==> config.mk <==
export PLATFORM = sky130hd
export DESIGN_NAME = sfgc_mac
export DESIGN_NICKNAME = d
export VERILOG_FILES = /design/src/rtl/sfgc_pkg.sv /design/src/rtl/sfgc_mac.sv
export SDC_FILE = /design/constraint.sdc
export NUM_CORES = 1
export LEC_CHECK = 0
export ABC_AREA = 1
export BUFFER_PORTS_ARGS = -buffer_cell sky130_fd_sc_hd__buf_4
export CAP_MARGIN = 25
export CORE_ASPECT_RATIO = 1.4
export CORE_MARGIN = 4
export CORE_UTILIZATION = 55
export CTS_BUF_LIST = sky130_fd_sc_hd__clkbuf_16
export DETAILED_ROUTE_END_ITERATION = 8
export GPL_TIMING_DRIVEN = 0
export PLACE_DENSITY = 0.72
export SLEW_MARGIN = 0
export SYNTH_ARGS = -nofsm -noshare
export SYNTH_HDL_FRONTEND = slang
export SYNTH_SLANG_ARGS = --single-unit
==> constraint.sdc <==
create_clock -name clk -period 5.32 [get_ports clk]
set_input_delay 0.532 -clock clk [delete_from_list [all_inputs] [get_ports clk]]
set_output_delay 0.532 -clock clk [all_outputs]
set_load 0.01 [all_outputs]
==> src/rtl/sfgc_pkg.sv <==
`timescale 1ns / 1ps
// ----------------------------------------------------------------------------
// sfgc_pkg
// Shared types and constants of the split-frame Gaussian convolution unit.
// ----------------------------------------------------------------------------
package sfgc_pkg;

  localparam int KIND_W    = 2;
  localparam int WIDX_W    = 6;
  localparam int WEIGHT_W  = 16;
  localparam int CHAN_W    = 8;
  localparam int PIX_W     = 3 * CHAN_W;
  localparam int CFG_W     = 13;
  localparam int CFG_IDX_W = 2;
  localparam int ROW_W     = 14;
  localparam int IMG_W_W   = 12;
  localparam int IMG_H_W   = 13;
  localparam int HALF_W    = 2;

  localparam logic [KIND_W-1:0] KIND_WEIGHT = 2'd0;
  localparam logic [KIND_W-1:0] KIND_PIXEL  = 2'd1;
  localparam logic [KIND_W-1:0] KIND_FLUSH  = 2'd2;

  localparam logic [CFG_IDX_W-1:0] CFG_IMAGE_WIDTH  = 2'd0;
  localparam logic [CFG_IDX_W-1:0] CFG_IMAGE_HEIGHT = 2'd1;
  localparam logic [CFG_IDX_W-1:0] CFG_HALF_SIZE    = 2'd2;

  typedef enum logic [1:0] {
    S_IDLE,
    S_TAP,
    S_DRAIN
  } state_t;

  typedef struct packed {
    logic clear;
    logic take;
  } mac_ctrl_t;

endpackage

==> src/rtl/sfgc_mac.sv <==
`timescale 1ns / 1ps
// ----------------------------------------------------------------------------
// sfgc_mac
// Per-channel multiply-accumulate with rounding and saturation to 8 bits.
// ----------------------------------------------------------------------------
module sfgc_mac #(
  parameter int ACC_W = 30
) (
  input  logic                          clk,
  input  logic                          rst,
  input  sfgc_pkg::mac_ctrl_t           ctrl,
  input  logic [sfgc_pkg::PIX_W-1:0]    pix,
  input  logic [sfgc_pkg::WEIGHT_W-1:0] wt,
  output logic                          busy,
  output logic [sfgc_pkg::CHAN_W-1:0]   red,
  output logic [sfgc_pkg::CHAN_W-1:0]   green,
  output logic [sfgc_pkg::CHAN_W-1:0]   blue
);

  localparam int PW = sfgc_pkg::CHAN_W + sfgc_pkg::WEIGHT_W;
  localparam int CW = sfgc_pkg::CHAN_W;

  logic          pvalid;
  logic [PW-1:0] prod [3];
  logic [ACC_W-1:0] acc [3];
  logic [CW-1:0] chan [3];

  always_ff @(posedge clk) begin
    if (rst) begin
      pvalid <= 1'b0;
    end else begin
      pvalid <= ctrl.take;
    end
  end

  always_ff @(posedge clk) begin
    for (int c = 0; c < 3; c++) begin
      prod[c] <= PW'(pix[(2-c)*CW +: CW]) * PW'(wt);
      if (ctrl.clear) begin
        acc[c] <= '0;
      end else if (pvalid) begin
        acc[c] <= acc[c] + ACC_W'(prod[c]);
      end
    end
  end

  always_comb begin
    logic [ACC_W:0] rnd;
    for (int c = 0; c < 3; c++) begin
      rnd = ((ACC_W+1)'(acc[c]) + (ACC_W+1)'(32768)) >> 16;
      chan[c] = (rnd > (ACC_W+1)'(255)) ? 8'd255 : CW'(rnd);
    end
  end

  assign busy  = pvalid;
  assign red   = chan[0];
  assign green = chan[1];
  assign blue  = chan[2];

endmodule
; After elaboration in Yosys (flattened, before gate mapping)
; Memory sizes are Yosys's and may differ from the RTL's.
; Cells that the tools add are included.
[word_totals]
reg_bits = 1
mem_bits_rw = 162
in_bits = 44
word_cells = 29
mem_count = 2
[mem_list]
columns = name, words, word_bits, rd, rd_ports_with_merged_regs, wr, line
row1 = acc, 3, 30, 3, 0, 3, sfgc_mac.sv:25  ; logic [ACC_W-1:0] acc [3];
row2 = prod, 3, 24, 3, 0, 3, sfgc_mac.sv:24  ; logic [PW-1:0] prod [3];
[op_classes]
addsub = 6
multipliers = 3
magnitude_cmp = 3
mux = 11
bitwise = 3
[ops]
columns = operator, n
row1 = $add A30 B16 Y31 const B, 3
row2 = $add A30 B24 Y30, 3
row3 = $mux W30, 3
row4 = $mul A8 B16 Y24, 3
row5 = $gt A15 B8 Y1 const B, 3
row6 = $mux W8, 3
row7 = $mux W1, 5
row8 = $or A1 B1 Y1, 3

; Depth between registers and ports, before layout
[depth]
depth_word = 4
mapped_depth = 23
mapped_depth_nobuf = 21

; Worst setup path after synthesis
; OpenSTA, ideal clock, no wires.
[synth_timing]
path_type = input -> register
startpoint = in pix[23] (netlist bit)
endpoint = mem prod[0][18] (netlist bit)
setup_time_ps = 112
t_arrival_ps = 4426
required_ps = 5208
slack_ps = 782
cell_stages = 19
n_path_buf = 2
path_cell_list = clkbuf_1 clkbuf_1 nand2_1 fa_1 fa_1 inv_1 fa_1 inv_1 fa_1 inv_1 ha_1 a21oi_1 o21ai_1 nor2_1 o21ai_1 nand2_1 nand2_1 nand2_1 nand2_1
[synth_rtl]
columns = element, line
row1 = start: declaration, sfgc_mac.sv:12  ; input logic [sfgc_pkg::PIX_W-1:0] pix,
row2 = end: declaration, sfgc_mac.sv:24

==> flow_summary.yaml <==
run_status:
  status: "completed"
critical_path:
  crit_chain: "clkbuf_1, clkbuf_1, nand2_1, fa_1, fa_1, inv_1, fa_1, inv_1, fa_1, inv_1, ha_1, a21oi_1, o21ai_1, nor2_1, o21ai_1, nand2_1, nand2_1, nand2_1, nand2_1"
  required_ps: 5660
  crit_type: "primary input to flip-flop"
  worstSetupEndpointType: "flip-flop"
  crit_slowest_cell: "fa_1"
  start_kind: "primary input"
  path_max_fanout: 10
  cp_common_cell: "nand2_1"
  critPathArrivalTime_ps: 5320
  max_stage_delay_ps: 570
layout:
  multi_input_area_mm2: 0.0166
  layout.cells.non_filler: 4372
  layout-drive-gt1-share_pct: 2.75
  area_growth_pct: 6.64
  nFillCells: 4287
  fin_area_mm2: 0.0264
  register_area_mm2: 0.00416
  fin_nets: 4306
power:
  p_sw_mw: 6.01
  p_clk_share_pct: 11.3
  p_int_mw: 5.19
  peakVddDrop_uv: 337
  power.share.combinational_pct: 71.1
  switching_share_pct: 53.6
  p_per_area_mw_per_mm2: 424
  pwr-share-seq_pct: 17.6
  p_leak_nw: 16.2
synth:
  netlist_area_mm2: 0.0248
  synthCells: 3736
  seq_area_frac_synth_pct: 16.8
  ys_ff_latch: 163
  syn_avg_cell_area_um2: 6.63
  synth_warnings: 0
  syn-num-nets: 4242
  synth.distinct_cells: 39
routing:
  drcViolationCount: 0
  drt-wirelength-per-cell_um: 15.0
  drt_first_pass_iters: 6
  vias: 22216
  finalWirelength_mm: 65.5
  ant_nets: 0
  viasPerCell: 5.08
  drt_iter0_markers: 1562
clock_tree:
  postCtsHoldBufs: 0
  cts_tree: "built"
  postCtsSetupBuffers: 0
  htree_levels: 4
  clkTransAtPathRegs_ps: 70
  worstSkewPairLatency_ps: 460
  cts_made_buffers: 17
  cts_buffer_depth: 2
  clock-sinks: 163
  root_buffer: "clkbuf_16"
  cts-resized-gates: 0
placed_design:
  dpl.hpwl_mm: 54.0
  io_buffers: 44
  routabilityCongestion: 0.952
  place_area_mm2: 0.0258
  dp.cells: 4339
die:
  coreArea_mm2: 0.0443
  start_util_pct: 56.0
  ios: 69
  die_area_mm2: 0.0486
  fp.dieH_um: 259
  fp.dieW_um: 187
  rows: 91
global_route:
  grt.total_usage_pct: 27.3
  grt_max_degree: 49
  gr-total-overflow: 0
  grt_pass1_wl_mm: 108
  antenna_found_initial: 1
  grt_pass1_vias: 22264
timing:
  tightest_slew_ps: 952
  hold_viol: 0
  drv_slew: 0
  tns_ps: 0
  hold_slack_ps: 227
  layout_worst_path_cycle_share_pct: 93.6
  rsz0062_at_grt: "no"
  layout_min_cycle_time_ps: 4980
  slew_headroom_pct: 36.0
  finalSetupViolCount: 0
  clock_skew_ps: 14.2
  max_freq_mhz: 201
worst_hold_path:
  hold_path_class: "primary input to flip-flop"
flow_run:
  maxCapViolations: 0
==> cell families (layout without fill, tap and decap cells) <==
logic type	after synthesis	count (layout)	share of synthesized area (%)
XOR/XNOR	61	61	2.16
buffers and inverters	1080	1157	16.4
AND/OR/NAND/NOR	1702	1702	27.8
adder cells (fa/ha/maj)	462	462	31.0
AO/OA/AOI/OAI	268	268	5.84
flip-flops	163	163	16.8
other	0	1	0
==> layout by cell type (no fill, tap or decap), types with 3 or more instances in the layout <==
cell,instances
nand2_1,1169
inv_1,983
nor2_1,278
fa_1,255
ha_1,207
a21oi_1,158
nand3_1,143
edfxtp_1,90
clkbuf_1,88
dfxtp_1,73
o21ai_0,56
buf_4,44
xor2_1,42
nor3_1,38
nand4_1,34
xnor2_1,19
o21bai_1,17
clkbuf_16,17
o21ai_1,12
nand3b_1,9
and2_1,8
a21boi_0,7
inv_6,7
a21o_1,6
o21a_1,6
inv_2,6
inv_8,5
nor2_4,4
and3_1,3
o211ai_1,3
nor3_4,3
nand3_2,3
nor2_2,3
==> sequential cells by signal, indices dropped and copies added, names as in the netlist <==
| register | cells |
|---|---|
| prod | 72 |
| acc | 90 |
| busy | 1 |
==> power by group through the flow <==
stage	Clock (mW)	Combinational, mW	Sequential [mW]
2_1_floorplan	0	5.97	1.87
3_3_place_gp	0	7.81	1.99
3_5_place_dp	0	7.90	2.00
4_1_cts	1.28	7.94	1.97
5_1_grt	1.33	9.16	2.00
6_report	1.26	7.96	1.98
==> per-stage QoR <==
| stage | utilization (%) | power [mW] | worst slack (ps) |
|---|---|---|---|
| after floorplan | - | 7.85 | 782 |
| after global placement | 58.3 | 9.80 | -108 |
| after detailed placement | 58.3 | 9.89 | -98.1 |
| after CTS | 59.7 | 11.2 | 376 |
| after global routing | 59.7 | 12.5 | 91.1 |
| final | 59.7 | 11.2 | 340 |
==> final cells by class <==
class,count,share of cell area (%)
inverters,991,14.1
clock inverters,15,0.606
plain buffers,89,1.27
well taps,558,2.64
flip-flops and latches,163,15.8
multi-input cells,2493,62.7
clock buffers,17,1.61
diodes,1,0.00947
repair buffers,45,1.35
==> cells in the mapped netlist <==
cell | n | share of area (%)
o21ai_2 | 2 | 0.071
o211ai_1 | 3 | 0.091
nor2_1 | 278 | 4.2
nand2_4 | 1 | 0.045
nand3_2 | 3 | 0.12
o21ai_1 | 12 | 0.24
o21bai_1 | 17 | 0.51
nor3_1 | 38 | 0.77
inv_2 | 6 | 0.091
edfxtp_1 | 90 | 11
nor3_2 | 2 | 0.081
and2_1 | 8 | 0.20
nand2_1 | 1169 | 18
nor2_2 | 3 | 0.076
nand4_1 | 34 | 0.86
or2_2 | 1 | 0.025
xor2_1 | 42 | 1.5
xnor2_1 | 19 | 0.67
nor2_4 | 4 | 0.18
o21ai_0 | 56 | 1.1
ha_1 | 207 | 10
nor4_1 | 1 | 0.025
clkbuf_1 | 88 | 1.3
nand2_2 | 2 | 0.050
o21a_1 | 6 | 0.18
nor3_4 | 3 | 0.20
a21boi_0 | 7 | 0.21
a21oi_1 | 158 | 3.2
nand3b_1 | 9 | 0.27
inv_4 | 1 | 0.025
and3_1 | 3 | 0.076
inv_1 | 982 | 15
a31oi_1 | 1 | 0.025
buf_2 | 1 | 0.020
nand3_1 | 143 | 2.9
dfxtp_1 | 73 | 5.9
fa_1 | 255 | 21
a21o_1 | 6 | 0.18
clkinv_1 | 2 | 0.030
==> layer usage <==
layer	vias up	wire, um	track usage (%)	part of all wire, %
met1	10181	26300	33.2	40
met4	0	2570	10.8	3.9
met3	152	3630	2.53	5.5
li1	11202	-	-	-
met2	681	33000	50.0	50
met5	-	0	0	0
==> critical path, delay by kind of cell <==
family	cells	cell delay, ps
AOI/OAI and AO/OA	3	530
adders and majority gates	5	2570
buffers and inverters	5	1020
and+or+nand+nor	6	660
==> worst paths after layout <==
check | start | to | slack (ps) | cells after the start
worst max register to register | acc[1][0] | acc[1][24] | 2880 | 13
worst max-delay path | pix[23] | prod[0][16] | 340 | 19
worst min register to register | prod[0][0] | acc[0][0] | 660 | 3
worst min-delay path | rst | busy | 230 | 2
Power figures use the tool's default switching activity.
