### config.mk
export PLATFORM = sky130hd
export DESIGN_NAME = sfgc_ram
export DESIGN_NICKNAME = d
export VERILOG_FILES = /design/src/rtl/sfgc_ram.sv
export SDC_FILE = /design/constraint.sdc
export NUM_CORES = 1
export LEC_CHECK = 0
export BUFFER_PORTS_ARGS = -buffer_cell sky130_fd_sc_hd__buf_2
export CAP_MARGIN = 20
export CORE_AREA = 5 5 138 127
export DETAILED_ROUTE_END_ITERATION = 10
export DIE_AREA = 0 0 143 132
export REMOVE_ABC_BUFFERS = 1
export SLEW_MARGIN = 20
export SYNTH_ARGS = -nofsm -noshare
export SYNTH_HDL_FRONTEND = slang
export SYNTH_SLANG_ARGS = --single-unit
### constraint.sdc
create_clock -name clk -period 2.45 [get_ports clk]
set_input_delay 0.49 -clock clk [delete_from_list [all_inputs] [get_ports clk]]
set_output_delay 0.49 -clock clk [all_outputs]
set_load 0.01 [all_outputs]
### src/rtl/sfgc_ram.sv
`timescale 1ns / 1ps
// ----------------------------------------------------------------------------
// sfgc_ram
// Simple dual-port RAM, one write and one registered read port.
// ----------------------------------------------------------------------------
module sfgc_ram #(
  parameter int WIDTH = 8,
  parameter int DEPTH = 16
) (
  input  logic                     clk,
  input  logic                     we,
  input  logic [$clog2(DEPTH)-1:0] waddr,
  input  logic [WIDTH-1:0]         wdata,
  input  logic [$clog2(DEPTH)-1:0] raddr,
  output logic [WIDTH-1:0]         rdata
);

  logic [WIDTH-1:0] mem [DEPTH];

  always_ff @(posedge clk) begin
    if (we) begin
      mem[waddr] <= wdata;
    end
    rdata <= mem[raddr];
  end

endmodule

# Word-level counts from Yosys, hierarchy flattened
# Memories as Yosys holds them, arrays and structs flattened. A register that Yosys moved wholly into a read port is not among the register bits.
# Index checks and enable logic that the tools add are counted.
[op_classes]
mux = 2
[ops]
columns = ["op", "count"]
rows = [
  ["1-bit 2-to-1 mux", 2],
]
[totals]
reg_bits = 0
ramBits = 128
in_bits = 18
out_inout_bits = 8
wordCells = 3
memories = 1
[memory_table]
columns = ["name", "words", "word_bits", "rd", "rd_ports_with_merged_regs", "write_ports", "line_no", "source"]
rows = [
  ["mem", 16, 8, 1, 1, 1, "18", "logic [WIDTH-1:0] mem [DEPTH];"],
]

# Depth between registers and ports, before layout
# Gate-level depths: netlist (run 1).
[logic_depth]
depth_word = 2
mapped_depth = 5
ltp_nobuf = 3

# Worst setup path after synthesis (run 1)
# Ideal clock, no wire load.
[synth_timing]
path_kind = "input-to-reg"
from = "input port waddr[2]"
to = "memory mem[0][0] (enable)"
setup_time_ps = 383
arrival_time_ps = 1600
required_time_ps = 2067
path_slack_ps = 467
stages = 2
n_path_buf = 0
cell_sequence = "or3b_2 nor3_1"
[synth_rtl]
columns = ["element", "line_no", "source"]
rows = [
  ["start: declaration", "12", "input logic [$clog2(DEPTH)-1:0] waddr,"],
  ["end: declaration", "18", ""],
]
# No word-level cell before the write port.

==> impl_metrics.py, run 1 <==
metrics = {
    "status": {
        "status": "complete, no violations",
    },
    "floorplanning": {
        "core_area_um2": 15900,
        "die_w_um": 143,
        "die_h_um": 132,
        "dieArea_um2": 18900,
        "num_rows": 44,
        "start_util_pct": 32.4,
        "pin_count": 26,
    },
    "cells_and_area": {
        "final_nets": 301,
        "nFillCells": 1412,
        "antenna_cells": 0,
        "drive_gt1_share_pct": 29.5,
        "area_growth_pct": 19.8,
        "seq_area_um2": 4000,
        "final_cells": 502,
        "multi_input_comb_area_um2": 1060,
    },
    "route": {
        "wl_per_cell_um": 20.0,
        "vias_per_cell": 4.86,
        "drt_pre_antenna_iters": 4,
        "drc": 0,
        "ant_nets": 0,
        "num_vias": 2440,
        "drt-initial-drc-count": 211,
        "wirelength_um": 10000,
    },
    "logic_synthesis": {
        "synth_cells": 229,
        "yosysTopAreaCell": "edfxtp_1",
        "synth_compound_area_share_pct": 2.33,
        "syn_avg_cell_area_um2": 22.5,
        "ys_warn_count": 0,
        "yosysUniqueCellTypes": 19,
        "synth_adder_area_share_pct": 0,
        "synthXorXnorAreaFrac_pct": 0,
        "synthMuxAreaShare_pct": 15.0,
        "yosys.area_share.simple_pct": 3.18,
        "synth_top_family_by_area": "multiplexers",
        "synth_area_um2": 5150,
        "synth_top_area_share_pct": 74.7,
        "synth-seq-area-share_pct": 77.8,
        "synth-seq-cells": 136,
        "yosys-top-cells-area": "edfxtp_1, mux4_2, mux4_1",
    },
    "timing": {
        "finalCritPeriodShare_pct": 65.4,
        "finalHoldViolations": 0,
        "report.final.slew_viol_count": 0,
        "setup_ws_ps": 849,
        "fin_skew_ps": 5.72,
        "max_freq_ghz": 0.625,
        "period_needed_ps": 1600,
        "setup_viol": 0,
        "relSlewSlack_pct": 62.1,
        "timing.setup.tns_ps": 0,
        "rsz0062_at_grt": "no",
        "worst_pin_slew_ps": 567,
    },
    "global_route": {
        "grt_pass1_vias": 2609,
        "antenna_found_initial": 0,
        "grt_max_degree": 33,
        "grt_remaining_overflow": 0,
        "grt_usage_pct": 11.5,
        "grt_pass1_wl_um": 15800,
    },
    "power_and_ir_drop": {
        "ir_drop_mv": 0.475,
        "p_leak_nw": 2.08,
        "power_density_nw_per_um2": 841,
    },
    "critical_path": {
        "critical-path-max-stage-delay_ps": 620,
        "path_max_fanout": 32,
        "worstSetupStartpointType": "input port",
        "cp_data_required_time_ps": 2730,
        "worst_setup_path_end_kind": "flip-flop",
        "cp_cell_sequence": "buf_2 -> buf_12 -> mux4_1 -> a22oi_1 -> nand2_1",
        "critPathSlowestCell": "mux4_1",
        "worstSetupPathType": "input port to flip-flop",
        "worstPathArrival_ps": 1880,
    },
    "worst_hold_path": {
        "hp-class": "input port to flip-flop",
    },
    "clocking": {
        "post_cts_buffers": 0,
        "cts_tree": "yes",
        "cts_sinks": 136,
        "post_cts_resized": 0,
        "hold_buffers": 0,
        "htreeDepth": 4,
        "path_clk_slew_ps": 50,
        "clockRootBuffer": "clkbuf_16",
        "cts_max_path_buffers": 2,
        "numCtsBuffers": 17,
        "clk-insertion-delay-late_ps": 400,
    },
    "placement": {
        "hpwl_um": 6550,
        "dp_cells": 471,
        "gp_congestion": 0.720,
        "dp_slack_ps": 427,
        "port_buffers": 25,
    },
    "flow_run": {
        "maxCapViolations": 0,
    },
}
## flip-flops by register name (all words and copies together), names as in the netlist
signal	count
mem	128
rdata	8
## Yosys cell counts (all sizes together)
master and instances:
dfxtp 8, nand2b 2, clkdlybuf4s25 3, nand3b 2
mux4 32, nand3 1, or3b 1, nor2 13
edfxtp 128, nand2 9, and2 1, nor3 4
buf 7, nor2b 1, and2b 1, a22oi 16
## worst max-delay path, delay by kind of cell
| family | cells | cell delay, ps |
|---|---|---|
| multiplexers | 1 | 620 |
| buffers and inverters | 2 | 350 |
| AND/OR/NAND/NOR | 1 | 100 |
| AO/OA/AOI/OAI | 1 | 300 |
## cell families (layout without fill, tap and decap cells)
kind of cell	count (synthesis)	in the layout
AOI/OAI and AO/OA	16	16
DFF	136	136
muxes	32	32
buffers and inverters	10	76
and+or+nand+nor	35	35
## per-layer routing
| metal | vias up | wire length, um | track usage [%] |
|---|---|---|---|
| met5 | - | 0 | 0 |
| met4 | 0 | 115 | 4.12 |
| met3 | 11 | 532 | 4.13 |
| met2 | 61 | 4780 | 17.3 |
| met1 | 1287 | 4590 | 15.6 |
| li1 | 1081 | - | - |
## metrics by stage
step / total power (W) / util, % / hold slack [ps] / instance area (um^2)
6_report: 0.00519 / 38.8 / 474 / 6170
5_1_grt: 0.00539 / 38.8 / 469 / 6170
4_1_cts: 0.00525 / 38.8 / 462 / 6170
3_5_place_dp: 0.00292 / 35.3 / 668 / 5620
3_3_place_gp: 0.00291 / 35.3 / 658 / 5620
2_1_floorplan: 0.00277 / - / 589 / 5060
## cell type report
type	count	area share, %
multi-input combinational	83	17.1
clock inverter	4	0.690
tap	207	4.20
clock buffer	27	8.16
sequential	136	64.9
timing repair buffer	45	4.87
## power by group
part | total [W] | leakage, nW | internal, W | switching [W]
sequential | 0.00262 | 1.22 | 0.00260 | 0.0000148
clock | 0.00232 | 0.267 | 0.00149 | 0.000832
combinational | 0.000246 | 0.586 | 0.000105 | 0.000141
total | 0.00519 | 2.08 | 0.00420 | 0.000988
## cells in the final DEF, fill, tap and decap left out
cell / count
nor2_1: 13
clkinv_2: 1
buf_12: 2
nor2b_1: 1
and2_1: 1
mux4_2: 18
nand2b_1: 2
clkbuf_16: 17
edfxtp_1: 128
dfxtp_1: 8
clkbuf_8: 4
buf_2: 25
a22oi_1: 16
nor3_1: 4
bufinv_16: 1
clkinv_1: 2
clkbuf_1: 6
and2b_1: 1
nand2_1: 9
mux4_1: 14
nand3_1: 1
buf_4: 18
nand3b_1: 2
or3b_2: 1
## path summary, 6_finish.rpt
kind / start / to / slack (ps) / cells past startpoint
max: raddr[0] / rdata[2] / 850 / 5
min reg2reg: mem[8][3] / rdata[3] / 680 / 3
min: wdata[3] / mem[4][3] / 470 / 1
max reg2reg: mem[1][0] / rdata[0] / 1030 / 3
Power figures use the tool's default switching activity.
==> run 2, diff against run 1 <==
==> constraint.sdc (replaced) <==
create_clock -name clk -period 1.4 [get_ports clk]
set_input_delay 0.28 -clock clk [delete_from_list [all_inputs] [get_ports clk]]
set_output_delay 0.28 -clock clk [all_outputs]
set_load 0.01 [all_outputs]
==> impl_metrics.py, run 2 (synthesis results as in run 1) <==
metrics = {
    "route": {
        "vias_per_cell": 4.75,
        "drt-initial-drc-count": 219,
        "wl_per_cell_um": 19.6,
        "drt_pre_antenna_iters": 4,
        "ant_nets": 0,
        "num_vias": 2446,
        "wirelength_um": 10100,
        "drc": 0,
    },
    "timing": {
        "worst_pin_slew_ps": 871,
        "finalCritPeriodShare_pct": 94.5,
        "max_freq_ghz": 0.756,
        "whs_ps": 255,
        "rsz0062_at_grt": "no",
        "timing.setup.tns_ps": 0,
        "period_needed_ps": 1320,
        "fin_skew_ps": 9.15,
        "finalHoldViolations": 0,
        "relSlewSlack_pct": 41.8,
        "report.final.slew_viol_count": 0,
        "setup_viol": 0,
    },
    "clocking": {
        "htreeDepth": 4,
        "hold_buffers": 0,
        "clk-insertion-delay-late_ps": 420,
        "cts_tree": "yes",
        "numCtsBuffers": 17,
        "cts_sinks": 136,
        "clockRootBuffer": "clkbuf_16",
        "cts_max_path_buffers": 2,
        "path_clk_slew_ps": 60,
    },
    "critical_path": {
        "reg2reg_depth": 3,
        "worst_setup_path_end_kind": "flip-flop",
        "r2r_slack_ps": 80,
        "regToRegStartpoint": "mem[5][2]",
        "cp_data_required_time_ps": 1690,
        "worstSetupPathType": "flip-flop to flip-flop",
        "worstPathArrival_ps": 1610,
        "r2r_end": "rdata[2]",
        "path_max_fanout": 1,
        "worstSetupStartpointType": "flip-flop",
    },
    "placement": {
        "placed_cell_area_um2": 5740,
        "port_buffers": 25,
        "gp_congestion": 0.722,
        "hpwl_um": 6770,
    },
    "cells_and_area": {
        "reg.largest.list": "mem x128, rdata x8",
        "nFillCells": 1399,
        "fin_area_um2": 6340,
        "final_cell_mix": "edfxtp_1, buf_4, buf_2, mux4_2, clkbuf_16",
        "drive_gt1_share_pct": 35.7,
        "top_register": "mem",
        "antenna_cells": 0,
        "largest_reg_flops": 128,
        "area_growth_pct": 23.3,
        "final_common_cell": "edfxtp_1",
        "fin_util_pct": 39.9,
        "final_nets": 313,
    },
    "power_and_ir_drop": {
        "switching_share_pct": 20.5,
        "p_clk_share_pct": 47.0,
        "p_leak_nw": 2.16,
        "power_density_nw_per_um2": 1500,
        "p_comb_share_pct": 4.9,
        "finalPower_w": 0.00951,
        "p_sw_w": 0.00195,
        "p_int_w": 0.00756,
        "seq_power_share_pct": 48.2,
        "ir_drop_mv": 0.802,
    },
    "floorplanning": {
        "start_util_pct": 32.4,
        "die_h_um": 132,
        "die_w_um": 143,
        "core_area_um2": 15900,
        "num_rows": 44,
        "pin_count": 26,
        "dieArea_um2": 18900,
    },
    "global_route": {
        "grt_remaining_overflow": 0,
        "grt_max_degree": 17,
        "antenna_found_initial": 0,
        "grt_usage_pct": 11.5,
        "grt_pass1_vias": 2673,
        "grt_pass1_wl_um": 15800,
    },
    "worst_hold_path": {
        "min_to": "mem[6][6]",
        "hold_depth": 1,
        "holdCritStartpoint": "wdata[6]",
        "hp-class": "input port to flip-flop",
    },
    "status": {
        "status": "complete, no violations",
    },
    "flow_run": {
        "maxCapViolations": 0,
    },
}
[run 2: per-layer routing]
metal  up-vias  track usage, %  part of all wire, %
li1       1111               -                    -
met1      1257            16.3                   47
met2        70            16.5                   46
met3         8            4.24                  5.5
met4         0            3.43                 0.68
met5         -               0                    0
[run 2: power by group through the flow]
stage          Combinational, W  Clock, W  Sequential (W)
2_1_floorplan          0.000182         0         0.00467
3_3_place_gp           0.000459         0         0.00466
3_5_place_dp           0.000467         0         0.00467
4_1_cts                0.000472   0.00454         0.00458
5_1_grt                0.000509   0.00471         0.00459
6_report               0.000465   0.00446         0.00458
[run 2: metrics by stage]
stage / std cells / setup WS (ps)
after CTS: 515 / 24.1
after global routing: 515 / 12.6
after floorplan: 219 / -373
after detailed placement: 483 / -393
after global placement: 483 / -373
final: 515 / 77.0
[run 2: layout make-up]
cell class	instances	area [um^2]	share of cell area, %
clock buffer	17	425	6.70
clock inverter	15	173	2.72
multi-input combinational	83	1070	16.8
sequential	136	4000	63.1
tap	207	259	4.08
timing repair buffer	57	415	6.55
[run 2: how the worst max path moves through the flow]
stage	from	end	slack [ps]	cells after the start
2_1_floorplan	waddr[2]	mem[0][0]	-370	2
3_3_place_gp	raddr[0]	rdata[4]	-370	5
3_5_place_dp	raddr[0]	rdata[4]	-390	5
4_1_cts	mem[5][0]	rdata[0]	20	3
5_1_grt	mem[11][7]	rdata[7]	10	3
6_report	mem[5][2]	rdata[2]	80	3
[run 2: worst max-delay path: stages, from the launching register on]
cell and delay [ps]:
edfxtp_1 370, mux4_1 560, a22oi_1 170, nand2_1 90
[run 2: timing repair]
action,CTS,global route
setup endpoints to repair,1,3
gates resized for setup,1,3
pin swaps,0,1
buffers inserted,0,0
